### src/rtl/core/spa_pkg.sv
// Shared types and codes for the slot pool allocator.
// Request and response payload structs, opcode and status codes.
// No dependencies.
`default_nettype none

package spa_pkg;

  localparam int unsigned IdxW = 8;
  localparam int unsigned CntW = 9;

  localparam logic [1:0] OP_ACQUIRE = 2'd0;
  localparam logic [1:0] OP_RELEASE = 2'd1;
  localparam logic [1:0] OP_QUERY   = 2'd2;

  localparam logic [1:0] STS_OK       = 2'd0;
  localparam logic [1:0] STS_FULL     = 2'd1;
  localparam logic [1:0] STS_NOT_LIVE = 2'd2;

  typedef struct packed {
    logic [1:0]      opcode;
    logic [IdxW-1:0] slot_index;
  } spa_req_t;

  typedef struct packed {
    logic [1:0]      status;
    logic [IdxW-1:0] granted_index;
    logic            slot_live;
    logic [CntW-1:0] live_total;
    logic [CntW-1:0] high_water;
  } spa_rsp_t;

endpackage

`default_nettype wire

### src/rtl/core/spa_ram.sv
// Generic single-write, single-read RAM with a registered read port.
// Parameters set word width and depth. No dependencies.
`default_nettype none

module spa_ram #(
  parameter int unsigned WIDTH = 8,
  parameter int unsigned DEPTH = 256
) (
  input  wire logic                     clk_i,
  input  wire logic                     we_i,
  input  wire logic [$clog2(DEPTH)-1:0] waddr_i,
  input  wire logic [WIDTH-1:0]         wdata_i,
  input  wire logic                     re_i,
  input  wire logic [$clog2(DEPTH)-1:0] raddr_i,
  output logic      [WIDTH-1:0]         rdata_o
);

  logic [WIDTH-1:0] mem_q [DEPTH];
  logic [WIDTH-1:0] rdata_q;

  always_ff @(posedge clk_i) begin
    if (we_i) begin
      mem_q[waddr_i] <= wdata_i;
    end
    if (re_i) begin
      rdata_q <= mem_q[raddr_i];
    end
  end

  assign rdata_o = rdata_q;

endmodule

`default_nettype wire

### src/rtl/core/slot_pool_allocator.sv
// Slot pool allocator top level: LIFO free stack plus occupancy store.
// Depends on spa_pkg and spa_ram.
//
// Usage:
//   Request channel (in_valid_i / in_stall_o / in_data_i) carries an opcode
//   (acquire, release, query) and a slot index. Response channel
//   (out_valid_o / out_stall_i / out_data_o) returns one transaction per
//   request: status, granted index, live flag, live and high-water counts.
//   cfg_we_i / cfg_wdata_i write the slot limit (reset value 256); write
//   only while no request is in flight.
// Timing:
//   The stack entry and occupancy bit are read from the two RAMs at the
//   accepting edge; the read-modify-write plus response load happen when
//   the EXEC state fires, once the response register is free. The read
//   port is registered ahead of the write-back, so a new request is taken
//   only after the current one has been written back.
//   While the response register is full and stalled, the block holds the
//   request in flight; it takes a new one once the response slot frees.
// Reset:
//   Counters and free stack pointer clear at once. Neither RAM needs a
//   clearing pass: occupancy bits are only looked at below the high-water
//   mark, and every slot below it has been written on its first grant.
`default_nettype none

module slot_pool_allocator
  import spa_pkg::*;
#(
  parameter int unsigned SLOTS = 256
) (
  input  wire logic     clk_i,
  input  wire logic     rst_ni,
  input  wire logic     in_valid_i,
  output logic          in_stall_o,
  input  wire spa_req_t in_data_i,
  output logic          out_valid_o,
  input  wire logic     out_stall_i,
  output spa_rsp_t      out_data_o,
  input  wire logic     cfg_we_i,
  input  wire logic [CntW-1:0] cfg_wdata_i
);

  localparam int unsigned Cap = (SLOTS < 256) ? SLOTS : 256;
  localparam int unsigned AW  = $clog2(Cap);
  localparam logic [CntW-1:0] CapCnt = CntW'(Cap);

  typedef enum logic {
    ST_IDLE,
    ST_EXEC
  } state_e;

  state_e          state_q, state_d;
  spa_req_t        req_q, req_d;
  logic [CntW-1:0] free_top_q, free_top_d;
  logic [CntW-1:0] hw_q, hw_d;
  logic [CntW-1:0] live_q, live_d;
  logic [CntW-1:0] limit_q, limit_d;
  logic            out_valid_q, out_valid_d;
  spa_rsp_t        out_q, out_d;

  logic            accept;
  logic            exec_fire;
  logic [CntW-1:0] top_dec;
  logic [CntW-1:0] eff_limit;
  logic [CntW-1:0] idx_cnt;
  logic [CntW-1:0] pop_cnt;
  logic            is_live;

  logic            stk_we;
  logic [AW-1:0]   stk_waddr;
  logic [IdxW-1:0] stk_rdata;
  logic            occ_we;
  logic [AW-1:0]   occ_waddr;
  logic            occ_wdata;
  logic            occ_rdata;

  assign in_stall_o = (state_q != ST_IDLE);
  assign accept     = in_valid_i && (state_q == ST_IDLE);
  assign exec_fire  = (state_q == ST_EXEC) && (!out_valid_q || !out_stall_i);

  assign top_dec   = free_top_q - CntW'(1);
  assign eff_limit = (limit_q > CapCnt) ? CapCnt : limit_q;
  assign idx_cnt   = {1'b0, req_q.slot_index};
  assign pop_cnt   = {1'b0, stk_rdata};
  assign is_live   = (idx_cnt < hw_q) && (idx_cnt < CapCnt) && occ_rdata;

  spa_ram #(
    .WIDTH(IdxW),
    .DEPTH(Cap)
  ) u_stack_ram (
    .clk_i  (clk_i),
    .we_i   (stk_we),
    .waddr_i(stk_waddr),
    .wdata_i(req_q.slot_index),
    .re_i   (accept),
    .raddr_i(top_dec[AW-1:0]),
    .rdata_o(stk_rdata)
  );

  spa_ram #(
    .WIDTH(1),
    .DEPTH(Cap)
  ) u_occ_ram (
    .clk_i  (clk_i),
    .we_i   (occ_we),
    .waddr_i(occ_waddr),
    .wdata_i(occ_wdata),
    .re_i   (accept),
    .raddr_i(in_data_i.slot_index[AW-1:0]),
    .rdata_o(occ_rdata)
  );

  always_comb begin
    state_d     = state_q;
    req_d       = req_q;
    free_top_d  = free_top_q;
    hw_d        = hw_q;
    live_d      = live_q;
    limit_d     = cfg_we_i ? cfg_wdata_i : limit_q;
    out_valid_d = out_valid_q && out_stall_i;
    out_d       = out_q;
    stk_we      = 1'b0;
    stk_waddr   = free_top_q[AW-1:0];
    occ_we      = 1'b0;
    occ_waddr   = req_q.slot_index[AW-1:0];
    occ_wdata   = 1'b0;

    if (accept) begin
      req_d   = in_data_i;
      state_d = ST_EXEC;
    end

    if (exec_fire) begin
      out_d.status        = STS_NOT_LIVE;
      out_d.granted_index = '0;
      out_d.slot_live     = 1'b0;
      case (req_q.opcode)
        OP_ACQUIRE: begin
          if (free_top_q != '0) begin
            free_top_d = top_dec;
            if (pop_cnt < CapCnt) begin
              occ_we              = 1'b1;
              occ_waddr           = stk_rdata[AW-1:0];
              occ_wdata           = 1'b1;
              live_d              = live_q + CntW'(1);
              out_d.granted_index = stk_rdata;
              out_d.status        = STS_OK;
            end
          end else if (hw_q < eff_limit) begin
            hw_d                = hw_q + CntW'(1);
            occ_we              = 1'b1;
            occ_waddr           = hw_q[AW-1:0];
            occ_wdata           = 1'b1;
            live_d              = live_q + CntW'(1);
            out_d.granted_index = hw_q[IdxW-1:0];
            out_d.status        = STS_OK;
          end else begin
            out_d.status = STS_FULL;
          end
        end
        OP_RELEASE: begin
          if (is_live && (live_q != '0) && (free_top_q < CapCnt)) begin
            stk_we       = 1'b1;
            free_top_d   = free_top_q + CntW'(1);
            occ_we       = 1'b1;
            live_d       = live_q - CntW'(1);
            out_d.status = STS_OK;
          end
        end
        OP_QUERY: begin
          if (is_live) begin
            out_d.slot_live = 1'b1;
            out_d.status    = STS_OK;
          end
        end
        default: begin
        end
      endcase
      out_d.live_total = live_d;
      out_d.high_water = hw_d;
      out_valid_d      = 1'b1;
      state_d          = ST_IDLE;
    end
  end

  always_ff @(posedge clk_i or negedge rst_ni) begin
    if (!rst_ni) begin
      state_q     <= ST_IDLE;
      req_q       <= '0;
      free_top_q  <= '0;
      hw_q        <= '0;
      live_q      <= '0;
      limit_q     <= CntW'(256);
      out_valid_q <= 1'b0;
      out_q       <= '0;
    end else begin
      state_q     <= state_d;
      req_q       <= req_d;
      free_top_q  <= free_top_d;
      hw_q        <= hw_d;
      live_q      <= live_d;
      limit_q     <= limit_d;
      out_valid_q <= out_valid_d;
      out_q       <= out_d;
    end
  end

  assign out_valid_o = out_valid_q;
  assign out_data_o  = out_q;

endmodule

`default_nettype wire

### config.mk
export PLATFORM = sky130hd
export DESIGN_NAME = slot_pool_allocator
export DESIGN_NICKNAME = d
export VERILOG_FILES = /design/src/rtl/core/spa_pkg.sv /design/src/rtl/core/spa_ram.sv /design/src/rtl/core/slot_pool_allocator.sv
export SDC_FILE = /design/constraint.sdc
export NUM_CORES = 2
export LEC_CHECK = 0
export ABC_AREA = 1
export BUFFER_PORTS_ARGS = -buffer_cell sky130_fd_sc_hd__buf_2
export CAP_MARGIN = 20
export CORE_ASPECT_RATIO = 1.75
export CORE_MARGIN = 10
export CORE_UTILIZATION = 34
export CTS_CLUSTER_SIZE = 40
export DETAILED_ROUTE_END_ITERATION = 10
export MAX_ROUTING_LAYER = met4
export SYNTH_ARGS = -nofsm -noshare
export SYNTH_HDL_FRONTEND = slang
export SYNTH_SLANG_ARGS = --single-unit
export TNS_END_PERCENT = 1
### constraint.sdc
create_clock -name clk_i -period 8.75 [get_ports clk_i]
set_input_delay 1.3125 -clock clk_i [delete_from_list [all_inputs] [get_ports clk_i]]
set_output_delay 1.3125 -clock clk_i [all_outputs]
set_load 0.005 [all_outputs]
After elaboration in Yosys (flattened, before gate mapping)
Memories as Yosys holds them, arrays and structs flattened. A register that Yosys moved wholly into a read port is not among the register bits.
Index checks and enable logic that the tools add are counted.
{"block": "op_classes", "n_eq_ne": 6, "order_cmp": 6, "n_reduce_logical": 18, "muxes": 41, "n_bitwise": 2, "add_sub_neg": 5}
{"op": "2-to-1 mux 9 bit", "n": 7}
{"op": "2-to-1 mux 8 bit", "n": 7}
{"op": "case mux 9 bit (2 select lines)", "n": 2}
{"op": "adder 9 x 1 -> 9 bit (second input constant)", "n": 3}
{"op": "2-to-1 mux 10 bit", "n": 2}
{"op": "2-to-1 mux 1 bit", "n": 19}
{"op": "less-than comparator 8 x 9 -> 1 bit (second input constant)", "n": 2}
{"op": "nonzero test 9 bit", "n": 2}
{"op": "subtractor 9 x 1 -> 9 bit (second input constant)", "n": 2}
{"op": "> comparator 9 bit (second input constant)", "n": 1}
{"op": "less-than comparator 8 x 9 -> 1 bit", "n": 1}
{"op": "less-than comparator 9 bit", "n": 1}
{"op": "less-than comparator 9 bit (second input constant)", "n": 1}
{"op": "AND reduction 4 bit", "n": 2}
{"op": "logical AND 1 bit", "n": 7}
{"op": "!= test 3 bit (second input constant)", "n": 2}
{"op": "case mux 2 bit (3 select lines)", "n": 1}
{"op": "AND reduction 5 bit", "n": 1}
{"op": "2-to-1 mux 2 bit", "n": 2}
{"op": "!= test 2 bit (second input constant)", "n": 2}
{"op": "nonzero test 2 bit", "n": 2}
{"op": "== test 2 x 1 -> 1 bit (second input constant)", "n": 1}
{"op": "== test 2 bit (second input constant)", "n": 1}
{"op": "zero test 1 bit", "n": 2}
{"op": "4 further kinds", "n": 5}
{"block": "word_totals", "ff_bits": 59, "n_memories": 2, "output_inout_bits": 31, "inputBits": 24, "mem_bits_rw": 2304}
{"name": "u_stack_ram.mem_q", "words": 256, "word_bits": 8, "read_ports": 1, "rd_ports_with_merged_regs": 1, "write_ports": 1, "line_no": "spa_ram.sv:18", "source": "logic [WIDTH-1:0] mem_q [DEPTH];"}
{"name": "u_occ_ram.mem_q", "words": 256, "word_bits": 1, "read_ports": 1, "rd_ports_with_merged_regs": 1, "write_ports": 1, "line_no": "spa_ram.sv:18"}

Logic depth before layout (Yosys ltp)
{"block": "logic_depth", "word_depth": 10, "mapped_depth": 21, "depth_no_buf": 19}

By module
Synthesis repeated with hierarchy kept, for this count alone.
{"block": "unflattened", "hier_cells": 8726, "area_unflattened_um2": 99235.2}
{"module": "spa_ram at u_stack_ram", "cells_each": 7003, "n_inst": 1, "seq_area_each_um2": 61739.2, "area_per_inst_um2": 83476.3}
{"module": "spa_ram at u_occ_ram", "cells_each": 1184, "n_inst": 1, "seq_area_each_um2": 7717.4, "area_per_inst_um2": 11727.5}
{"module": "slot_pool_allocator", "cells_each": 539, "n_inst": 1, "seq_area_each_um2": 1477.7, "area_per_inst_um2": 4031.4}

Worst setup path after synthesis
OpenSTA, ideal clock, no wires.
{"block": "synth_path", "path_type": "flip-flop to flip-flop", "from": "reg req_q (netlist bit idx_cnt[2])", "to": "mem u_stack_ram.mem_q[79][0], enable pin", "setup_ps": 370, "path_slack_ps": 2669, "synth_period_minus_slack_ps": 6081, "n_path_buf": 2, "path_stages_with_launch": 13, "required_ps": 8380, "arrival_ps": 5710, "cell_sequence": "dfrtp_1 -> ha_1 -> a21oi_1 -> o21ai_0 -> nand2_1 -> nand3_1 -> nor2_1 -> nand3_1 -> inv_1 -> buf_2 -> nand3_1 -> clkbuf_1 -> nor2_1"}
{"block": "synth_via", "elab_chain_len": 10}
{"item": "from (decl)", "line_no": "slot_pool_allocator.sv:52", "source": "spa_req_t req_q, req_d;"}
{"item": "from (signal assigned)", "line_no": "slot_pool_allocator.sv:197", "source": "req_q <= req_d;"}
{"item": "less-than comparator 8 x 9 -> 1 bit", "line_no": "slot_pool_allocator.sv:84", "source": "assign is_live = (idx_cnt < hw_q) && (idx_cnt < CapCnt) && occ_rdata;"}
{"item": "logical AND 1 bit * (2 in a row)", "line_no": "slot_pool_allocator.sv:84"}
{"item": "logical AND 1 bit * (2 in a row)", "line_no": "slot_pool_allocator.sv:161", "source": "if (is_live && (live_q != '0) && (free_top_q < CapCnt)) begin"}
{"item": "2-to-1 mux 1 bit *", "line_no": "slot_pool_allocator.sv:161"}
{"item": "2-to-1 mux 1 bit *", "line_no": "slot_pool_allocator.sv:136", "source": "case (req_q.opcode)"}
{"item": "2-to-1 mux 1 bit *", "line_no": "slot_pool_allocator.sv:132", "source": "if (exec_fire) begin"}
{"item": "2-to-1 mux 1 bit *", "line_no": "spa_ram.sv:22", "source": "if (we_i) begin"}
{"item": "2-to-1 mux 1 bit (not written as such) *", "line_no": "spa_ram.sv:23", "source": "mem_q[waddr_i] <= wdata_i;"}
{"item": "to (decl)", "line_no": "spa_ram.sv:18"}
Mark *: on every way between the ends. The rest lies on a longest branch, timed or not.

Final worst setup path
{"block": "layout_path", "from": "reg free_top_q[0]", "to": "reg u_stack_ram.rdata_q[6] (netlist: u_stack_ram.rdata_o[6]), read port of u_stack_ram.mem_q, data pin"}
{"block": "layout_via", "elab_chain_len": 1}
{"item": "from (decl)", "line_no": "slot_pool_allocator.sv:53", "source": "logic [CntW-1:0] free_top_q, free_top_d;"}
{"item": "from (signal assigned)", "line_no": "slot_pool_allocator.sv:198", "source": "free_top_q <= free_top_d;"}
{"item": "subtractor 9 x 1 -> 9 bit", "line_no": "slot_pool_allocator.sv:80", "source": "assign top_dec = free_top_q - CntW'(1);"}
{"item": "to (decl)", "line_no": "spa_ram.sv:19", "source": "logic [WIDTH-1:0] rdata_q;"}
Every way passes these cells.
A chain may end at the register's enable or synchronous reset.

==> summary.md <==
| Metric | Value |
|---|---|
| Routability cong. | `0.914` |
| Synth cell types | `42` |
| Routed vias | `66100` |
| Worst-Margin Slew | `1.22 ns` |
| Hold buffer count at cts | `0` |
| Max Buffers Root-to-Sink | `4` |
| Final antenna-violating net count | `0` |
| Nets | `~8500` |
| Status | `completed` |
| Final Setup Violations | `0` |
| Ports | `55` |
| RSZ-0062 raised after global routing | `false` |
| Worst Clk Skew | `around 0.050 ns` |
| Post-route clock period utilization | `0.648` |
| # DRC | `0` |
| Sequential fraction of the synthesis area | `0.718` |
| Arr. time, crit path | `around 6.4 ns` |
| Initial antenna violation count | `4` |
| Max stage delay cell, worst path | `dfrtp_4` |
| Initial DRC count | `between 6000 and 7000` |
| Clock sinks | `between 2000 and 2500` |
| Critical Path End | `u_stack_ram.rdata_o[6]$_DFFE_PP_` |
| Port Buffers | `54` |
| Total gr overflow | `0` |
| WP data required | `~9.5 ns` |
| Critical Path Max Stage Delay | `around 0.95 ns` |
| Maxcap violations | `0` |
| Mean Syn Cell Area | `around 11 um^2` |
| LEAKAGE | `about 37 nW` |
| CP top delay family | `simple AND/OR/NAND/NOR gates` |
| Critical Path Sink Type | `flop` |
| Layout overhead on the synthesized area | `10.5%` |
| Clock root buffer master | `clkbuf_16` |
| Final hold violations | `0` |
| Die W | `around 430 um` |
| Total negative slack | `0 ns` |
| Clock latency on the worst-skew pair | `0.89 ns` |
| Worst r2r src | `free_top_q[0]$_DFFE_PN0P_` |
| Worst-path fanout max | `about 140` |
| Peak supply drop | `between 0.5 and 0.6 mV` |
| Crit path from | `free_top_q[0]$_DFFE_PN0P_` |
| Top-count cell post-synth | `nand2_1` |
| Share of cells above drive strength 1 | `0.0680` |
| EDFF count, synth | `2313` |
| Initial Utilization | `0.342` |
| First-pass GRT wire length | `around 430 mm` |
| Critical path depth in cells | `13` |
| Slew HR | `0.184` |
| Critical R2R Capture | `u_stack_ram.rdata_o[6]$_DFFE_PP_` |
| CP Class | `flop to flop` |
| Crit-path cells | `inv_8, ha_4, inv_8, buf_12, nand3_1, nand3_1, nand3_1, nand3_1, nand3_1, nand3_1, nand2_1, nand2_1, nand2_1` |
| Dpl hpwl | `between 150 and 200 mm` |
| Synth area leaders | `edfxtp_1 (70%), nand3_1 (12%), nand2_1 (9.7%), nor2_1 (2.1%), clkbuf_1 (1.8%)` |
| Gate Count Post-Synth | `around 8700` |
| Top-area cell type share of the netlist area | `0.703` |
| WL final | `293 mm` |
| Area leader, netlist | `edfxtp_1` |
| Pin count of the biggest net entering global routing | `220` |
| Total CTS buffers | `a little over 200` |
| CTS clk-pin slew, worst paths | `roughly 0.070 ns` |
| DR vias/cell | `approximately 5.3` |
| Syn Nets | `8734` |
| Tot GR Track Use | `0.187` |
| Seq cells post-synth | `roughly 2400` |
| Mapped cell area | `slightly below 100000 um^2` |
| FFs w/ async S/R, synth | `0.0249` |
| WP buf/inv | `3` |
| H-tree levels | `4` |
| Area of the core | `between 200000 and 300000 um^2` |
| Most used cell, CP | `nand3_1` |
| Synth cell count leaders | `nand2_1 (2553), edfxtp_1 (2313), nand3_1 (2298)` |
| WL/cell | `between 20 and 25 um` |
| Fin crit period | `roughly 5.7 ns` |
| CTS tree | `done` |
| Post-CTS resize count | `0` |
| Ys Warns | `0` |
| Fmax | `176 MHz` |
| Crit start category | `flop` |
| Fin util | `0.378` |
| Post-CTS setup buffers | `0` |
| R2r setup slk | `around 3 ns` |
| Drt first pass iters | `6` |
| Row count | `roughly 260` |
| Vias in the first global route | `between 60000 and 70000` |
| Chip Height | `around 730 um` |
| R2R depth | `13` |
| Hold Crit Class | `flop to flop` |
| Pins Over Slew Limit | `0` |
| Pwr Density | `350 nW/um^2` |
| Commonest register cell after synthesis | `edfxtp_1` |
| DIE AREA | `~310000 um^2` |
-- layout by cell type, fill, tap and decap left out, types with 34 or more instances in the layout --
master / instances
nand3_1: 2297
nor2_2: 34
clkinv_1: 48
edfxtp_1: 2313
nor2_1: 542
clkinv_2: 48
clkbuf_1: 36
dfrtp_1: 49
o21ai_0: 40
inv_1: 59
buf_2: 53
clkbuf_16: 213
nand2_1: 2549
buf_4: 66
-- metal layers --
metal  GRT usage  wire length, um
met1       0.198           103000
met2       0.323           150000
met3      0.0251            17300
met4       0.122            22300
met5           -                0
-- tightest hold or removal path: stages, from the launching register on --
cell and delay (ns):
dfrtp_1 0.34, nand2_1 0.06, nand2_1 0.06
-- where the power goes --
| part | total, W | internal (W) | switching [W] |
|---|---|---|---|
| Combinational | 0.0156 | 0.00365 | 0.0119 |
| Clock | 0.00914 | 0.00506 | 0.00408 |
| Sequential | 0.0135 | 0.0132 | 0.000371 |
-- flip-flops by register name, summed over array words and instances, names as in the netlist --
name,count
u_stack_ram.mem_q,2048
u_occ_ram.mem_q,256
out_data_o,29
free_top_q,9
limit_q,9
idx_cnt,8
u_stack_ram.rdata_o,8
req_q,2
in_stall_o,1
out_valid_o,1
u_occ_ram.rdata_o,1
-- stage by stage --
step / total power [W] / hold WS [ns] / setup WS (ns) / instances / instance area [um^2]
3_3_place_gp: 0.0292 / 0.472 / 3.26 / 12100 / 102000
2_1_floorplan: 0.0229 / 0.464 / 2.67 / 8681 / 98800
5_1_grt: 0.0399 / 0.511 / 3.01 / 12400 / 109000
3_5_place_dp: 0.0292 / 0.470 / 3.37 / 12100 / 103000
4_1_cts: 0.0383 / 0.485 / 3.36 / 12400 / 109000
6_report: 0.0383 / 0.483 / 3.08 / 12400 / 109000
-- cell families (layout without fill, tap and decap cells) --
| group | Yosys count | after routing | synth area share |
|---|---|---|---|
| AOI/OAI and AO/OA | 71 | 71 | 0.00389 |
| xor gates and xnor gates | 27 | 27 | 0.00239 |
| adders and majority gates | 29 | 29 | 0.00375 |
| buffers and inverters | 667 | 606 | 0.0272 |
| DFF | 2372 | 2372 | 0.718 |
| muxes | 6 | 6 | 0.000684 |
| other | 0 | 10 | 0 |
| and+or+nand+nor | 5509 | 5509 | 0.244 |
-- cell type report --
type,count,area [um^2]
multi-input cells,5642,25300
inverters,102,408
fillers,27700,180000
well taps,3813,4770
clock inverters,117,1100
clock buffers,250,5480
diodes,10,25.0
flip-flops and latches,2372,71000
repair buffers,137,1140
-- how the worst min path moves through the flow --
stage,start,end,depth (start not counted)
floorplan,free_top_q[8]$_DFFE_PN0P_,free_top_q[8]$_DFFE_PN0P_,2
detailed placement,out_data_o[26]$_DFFE_PN0P_,out_data_o[26]$_DFFE_PN0P_,2
CTS,out_data_o[26]$_DFFE_PN0P_,out_data_o[26]$_DFFE_PN0P_,2
finish,out_data_o[26]$_DFFE_PN0P_,out_data_o[26]$_DFFE_PN0P_,2
global route,out_data_o[23]$_DFFE_PN0P_,out_data_o[23]$_DFFE_PN0P_,2
global placement,out_data_o[18]$_DFFE_PN0P_,out_data_o[18]$_DFFE_PN0P_,2
Note: power is estimated with default switching activity, not from simulation.
